==> src/design/bma_pkg.sv <==
// shared types, opcodes and partial-product helpers for the barrett modular alu
// no dependencies
package bma_pkg;

  typedef enum logic [2:0] {
    OP_REDUCE      = 3'd0,
    OP_REDUCE_WIDE = 3'd1,
    OP_ADD         = 3'd2,
    OP_SUB         = 3'd3,
    OP_NEG         = 3'd4,
    OP_MUL         = 3'd5
  } op_t;

  typedef enum logic [2:0] {
    REG_MODULUS    = 3'd0,
    REG_FACTOR     = 3'd1,
    REG_SHIFT      = 3'd2,
    REG_SHORT      = 3'd3,
    REG_RES_52     = 3'd4,
    REG_RES_104    = 3'd5
  } reg_idx_t;

  localparam int LimbBits = 52;

  typedef struct packed {
    logic [61:0] q;
    logic [63:0] m;
    logic [6:0]  k;
    logic [51:0] sf;
    logic [61:0] r52;
    logic [61:0] r104;
  } cfg_t;

  typedef struct packed {
    logic [63:0] ll;
    logic [63:0] lh;
    logic [63:0] hl;
    logic [63:0] hh;
  } pp_t;

  // front end to barrett stage
  typedef struct packed {
    logic         simple;
    logic [63:0]  sres;
    logic         short_p;
    logic [63:0]  lo;
    logic [127:0] p1;
    logic [127:0] p2;
    logic [127:0] ps;
  } fr_t;

  // barrett stage to correction
  typedef struct packed {
    logic        done;
    logic [63:0] dres;
    logic [63:0] rlo;
    pp_t         pq;
  } br_t;

  function automatic pp_t pp_mul(input logic [63:0] a, input logic [63:0] b);
    pp_t r;
    r.ll = a[31:0] * b[31:0];
    r.lh = a[31:0] * b[63:32];
    r.hl = a[63:32] * b[31:0];
    r.hh = a[63:32] * b[63:32];
    return r;
  endfunction

  function automatic logic [127:0] pp_sum(input pp_t p);
    return {64'd0, p.ll} + {32'd0, p.lh, 32'd0} + {32'd0, p.hl, 32'd0} + {p.hh, 64'd0};
  endfunction

  function automatic logic [63:0] pp_lo64(input pp_t p);
    return p.ll + {p.lh[31:0], 32'd0} + {p.hl[31:0], 32'd0};
  endfunction

endpackage

==> src/design/bma_correct.sv <==
// correction stages: remainder, three capped subtractions, result select
// depends on bma_pkg
module bma_correct (
  input  logic               clk,
  input  logic               rst,
  input  logic               en,
  input  bma_pkg::cfg_t      cfg,
  input  logic               in_v,
  input  bma_pkg::br_t       in_d,
  output logic               out_v,
  output logic [61:0]        res
);

  logic          s10_v, s11_v, s12_v;
  logic          s10_done, s11_done;
  logic [63:0]   s10_dres, s11_dres, s10_rem, s11_rem;
  logic [63:0]   q64, c1, c2, c3, fin;

  assign q64 = {2'd0, cfg.q};
  assign c1  = (s10_rem >= q64) ? s10_rem - q64 : s10_rem;
  assign c2  = (c1 >= q64) ? c1 - q64 : c1;
  assign c3  = (s11_rem >= q64) ? s11_rem - q64 : s11_rem;
  assign fin = s11_done ? s11_dres : c3;

  always_ff @(posedge clk) begin
    if (rst) begin
      s10_v <= 1'b0;
      s11_v <= 1'b0;
      s12_v <= 1'b0;
    end else if (en) begin
      s10_v <= in_v;
      s11_v <= s10_v;
      s12_v <= s11_v;
    end
  end

  always_ff @(posedge clk) begin
    if (en) begin
      s10_done <= in_d.done;
      s10_dres <= in_d.dres;
      s10_rem  <= in_d.rlo - bma_pkg::pp_lo64(in_d.pq);

      s11_done <= s10_done;
      s11_dres <= s10_dres;
      s11_rem  <= c2;

      res <= fin[61:0];
    end
  end

  assign out_v = s12_v;

endmodule

==> config.mk <==
export PLATFORM = sky130hd
export DESIGN_NAME = bma_correct
export DESIGN_NICKNAME = d
export VERILOG_FILES = /design/src/design/bma_pkg.sv /design/src/design/bma_correct.sv
export SDC_FILE = /design/constraint.sdc
export NUM_CORES = 1
export LEC_CHECK = 0
export BUFFER_PORTS_ARGS = -buffer_cell sky130_fd_sc_hd__buf_2
export CORE_MARGIN = 5
export CORE_UTILIZATION = 25
export CTS_CLUSTER_SIZE = 20
export DETAILED_ROUTE_END_ITERATION = 10
export PLACE_DENSITY_LB_ADDON = 0.08
export SLEW_MARGIN = 40
export SYNTH_ARGS = -nofsm -noshare
export SYNTH_HDL_FRONTEND = slang
export SYNTH_SLANG_ARGS = --single-unit
==> constraint.sdc <==
create_clock -name clk -period 7.9 [get_ports clk]
set_input_delay 1.185 -clock clk [delete_from_list [all_inputs] [get_ports clk]]
set_output_delay 1.185 -clock clk [all_outputs]
set_load 0.005 [all_outputs]
==> flow_metrics.tcl <==
set metrics [dict create \
    status "complete, no violations" \
    grt_pass1_vias 25800 \
    worstPathArrival_ns 7.88 \
    ys_async_sr_fraction 0 \
    setup_viol 0 \
    ys_seq_elements 319 \
    gp_congestion 0.842 \
    antenna_found_initial 2 \
    grt_max_degree 141 \
    clkLatencyLatePin_ns 0.60 \
    synth_top_cell_area_share 0.325 \
    path_clk_slew_ns 0.06 \
    numCtsBuffers 41 \
    coreArea_um2 116000 \
    powerDensity_nw_per_um2 479 \
    min_path_cells 0 \
    critical_path_class "in2reg" \
    num_io_pins 761 \
    finalClockSkew_ns 0.0527 \
    syn-num-nets 4311 \
    crit_fanout 18 \
    hpwl_mm 88.6 \
    layout-drive-gt1-share 0.241 \
    rows 125 \
    cp.required_ns 8.27 \
    routedWlPerCell_um 18.8 \
    cp-start-kind "input port" \
    first_pass_iters 5 \
    power_leakage_nw 16.9 \
    design.die.area_um2 124000 \
    syn_inst 3269 \
    power_mw 17.8 \
    nets 5056 \
    portBuffers 383 \
    vdd_drop_max_v 0.000219 \
    max_freq_ghz 0.133 \
    clkSinkCount 319 \
    max-cap-violations 0 \
    synth.area.top_cells "edfxtp_1 (32%), ha_1 (12%), a21oi_1 (7.0%), fa_1 (4.5%), xnor2_1 (4.4%)" \
    die_h_um 352 \
    die_w_um 352 \
    detail_route.iter0.violations 1414 \
    dr_total_vias 25700 \
    placedCellCount 5495 \
    htreeDepth 2 \
    instances_no_fill 5570 \
    track_usage 0.164 \
    cts_tree "built" \
    ys.flop_type "edfxtp_1" \
    syn_area_per_cell_um2 8.94 \
    synth_top_area_cell "edfxtp_1" \
    post-route-period-util 0.951 \
    final_util 0.321 \
    period_needed_ns 7.51 \
    r2r_slack_ns 0.77 \
    syn2layout_area_growth_pct 27.4 \
    seq_area_frac_synth 0.327 \
    ys_warn_count 0 \
    maxSlewHeadroom 0.448 \
    ys_types 83 \
    initial_utilization 0.252 \
    viasPerCell 4.61 \
    netlist_area_um2 29200 \
    drtAntennaViolNets 0 \
    hold_buffers 0 \
    rsz0062_at_grt "no" \
    worstMarginPinSlew_ns 0.828 \
    clockBufferDepth 3 \
    grt_first_pass_wirelength_mm 156 \
    min_path_type "reg2reg" \
    remaining_drc_errors 0 \
    fillers 12400 \
    clockRootBuffer "clkbuf_16" \
    reg2regPathDepth 26 \
    grt_overflow 0 \
    endpoint_kind "flop" \
    wl_mm 105 \
    final-hold-violation-count 0 \
    synth_edf_count 316 \
    final-max-slew-violation-count 0 \
]
## Yosys cell counts, drive strengths merged, types with 16 or more instances
library cell  number
a221oi            16
edfxtp           316
o21a              31
or3               17
nand2b            26
a21oi            414
fa                65
mux2              48
nand2            247
o21ai            178
a211oi            45
a31oi             27
nor2b             30
inv              326
nor3              36
and2              19
ha               279
xor2              86
clkbuf           102
nand4             73
o21bai            45
xnor2            148
a21o             148
nor2             236
nand3             62
and3              31
nor4              18
buf               30
## cell usage in the layout (no fill, tap or decap), drive strengths merged, types with 17 or more instances in the layout
master  Yosys  layout
buf        30     834
a21oi     414     414
inv       326     329
edfxtp    316     316
ha        279     279
nand2     247     247
nor2      236     236
o21ai     178     178
a21o      148     148
xnor2     148     148
xor2       86      86
nand4      73      73
fa         65      65
nand3      62      62
clkbuf    102      50
mux2       48      48
a211oi     45      45
o21bai     45      45
nor3       36      36
and3       31      31
o21a       31      31
nor2b      30      30
a31oi      27      27
nand2b     26      26
and2       19      19
nor4       18      18
or3        17      17
## state kept, by name, summed over array words and instances, names as in the netlist
name	count
s11_done	1
s10_dres	62
s10_rem	64
s11_rem	64
out_v	1
res	62
s10_v	1
s11_v	1
s11_dres	62
s10_done	1
## per-stage QoR
step | area (um^2) | hold slack [ns] | TNS (ns) | setup slack [ns]
3_3_place_gp | 35900 | 0.400 | -26.72 | -0.525
5_1_grt | 37200 | 0.422 | 0 | 0.0432
4_1_cts | 37200 | 0.416 | 0 | 0.119
6_report | 37200 | 0.417 | 0 | 0.389
2_1_floorplan | 29200 | 0.400 | 0 | 0.971
3_5_place_dp | 35900 | 0.405 | -22.56 | -0.464
## metal layers
metal / GRT usage / share of wire / vias up
met5: 0 / 0.000086 / -
met4: 0.0388 / 0.023 / 2
met3: 0.0147 / 0.038 / 80
met2: 0.237 / 0.40 / 548
met1: 0.259 / 0.54 / 11700
li1: - / - / 13300
## path summary, 6_finish.rpt
kind                               start                     end
setup / recovery                cfg[274]    s11_rem[5]$_DFFE_PP_
hold / removal    s10_dres[56]$_DFFE_PP_  s11_dres[56]$_DFFE_PP_
setup reg to reg   s10_rem[29]$_DFFE_PP_    s11_rem[5]$_DFFE_PP_
hold reg to reg   s10_dres[56]$_DFFE_PP_  s11_dres[56]$_DFFE_PP_
## logic make-up after synthesis
| kind of cell | Yosys count | share of synthesized area |
|---|---|---|
| AOI/OAI and AO/OA | 1024 | 0.218 |
| xor gates and xnor gates | 234 | 0.0702 |
| adders and majority gates | 344 | 0.164 |
| buffers and inverters | 458 | 0.0612 |
| DFF | 319 | 0.327 |
| muxes | 57 | 0.0243 |
| and+or+nand+nor | 833 | 0.135 |
## power breakdown
part	switching [mW]	leakage, nW	internal (mW)
Sequential	0.337	3.11	2.78
Combinational	6.85	13.2	6.02
Clock	0.762	0.637	1.09
Total	7.95	16.9	9.89
## worst max-delay path: stages
cell and delay [ns]:
buf_2 0.08, inv_1 0.15, ha_1 0.38, nand4_1 0.16
or4_1 0.66, a211oi_1 0.46, o31ai_1 0.14, buf_4 0.17
nand3_1 0.09, or3_2 0.26, buf_4 0.19, inv_1 0.07
buf_12 0.15, nand2_1 0.07, nand2_1 0.14, fa_1 0.45
a21o_1 0.22, a221o_1 0.36, a41oi_2 0.28, o31ai_2 0.13
a211o_1 0.29, a31o_1 0.26, a211oi_1 0.43, o21a_2 0.25
nand3_4 0.14, buf_12 0.24, buf_4 0.16, a21oi_1 0.26
## area by class of cell
class	count	area [um^2]	area share
antenna	1	2.50	0.0000672
clock buffer	50	1060	0.0285
clock inverter	24	228	0.00612
inverter	326	1220	0.0329
multi-input combinational	2492	17900	0.481
sequential	319	9550	0.257
tap	1524	1910	0.0512
timing repair buffer	834	5360	0.144
## timing repair
item	CTS	global route
resized for setup	0	3
buffers inserted	0	0
endpoints found under the setup margin	0	51
No activity file was read; power rests on OpenSTA's default activity.
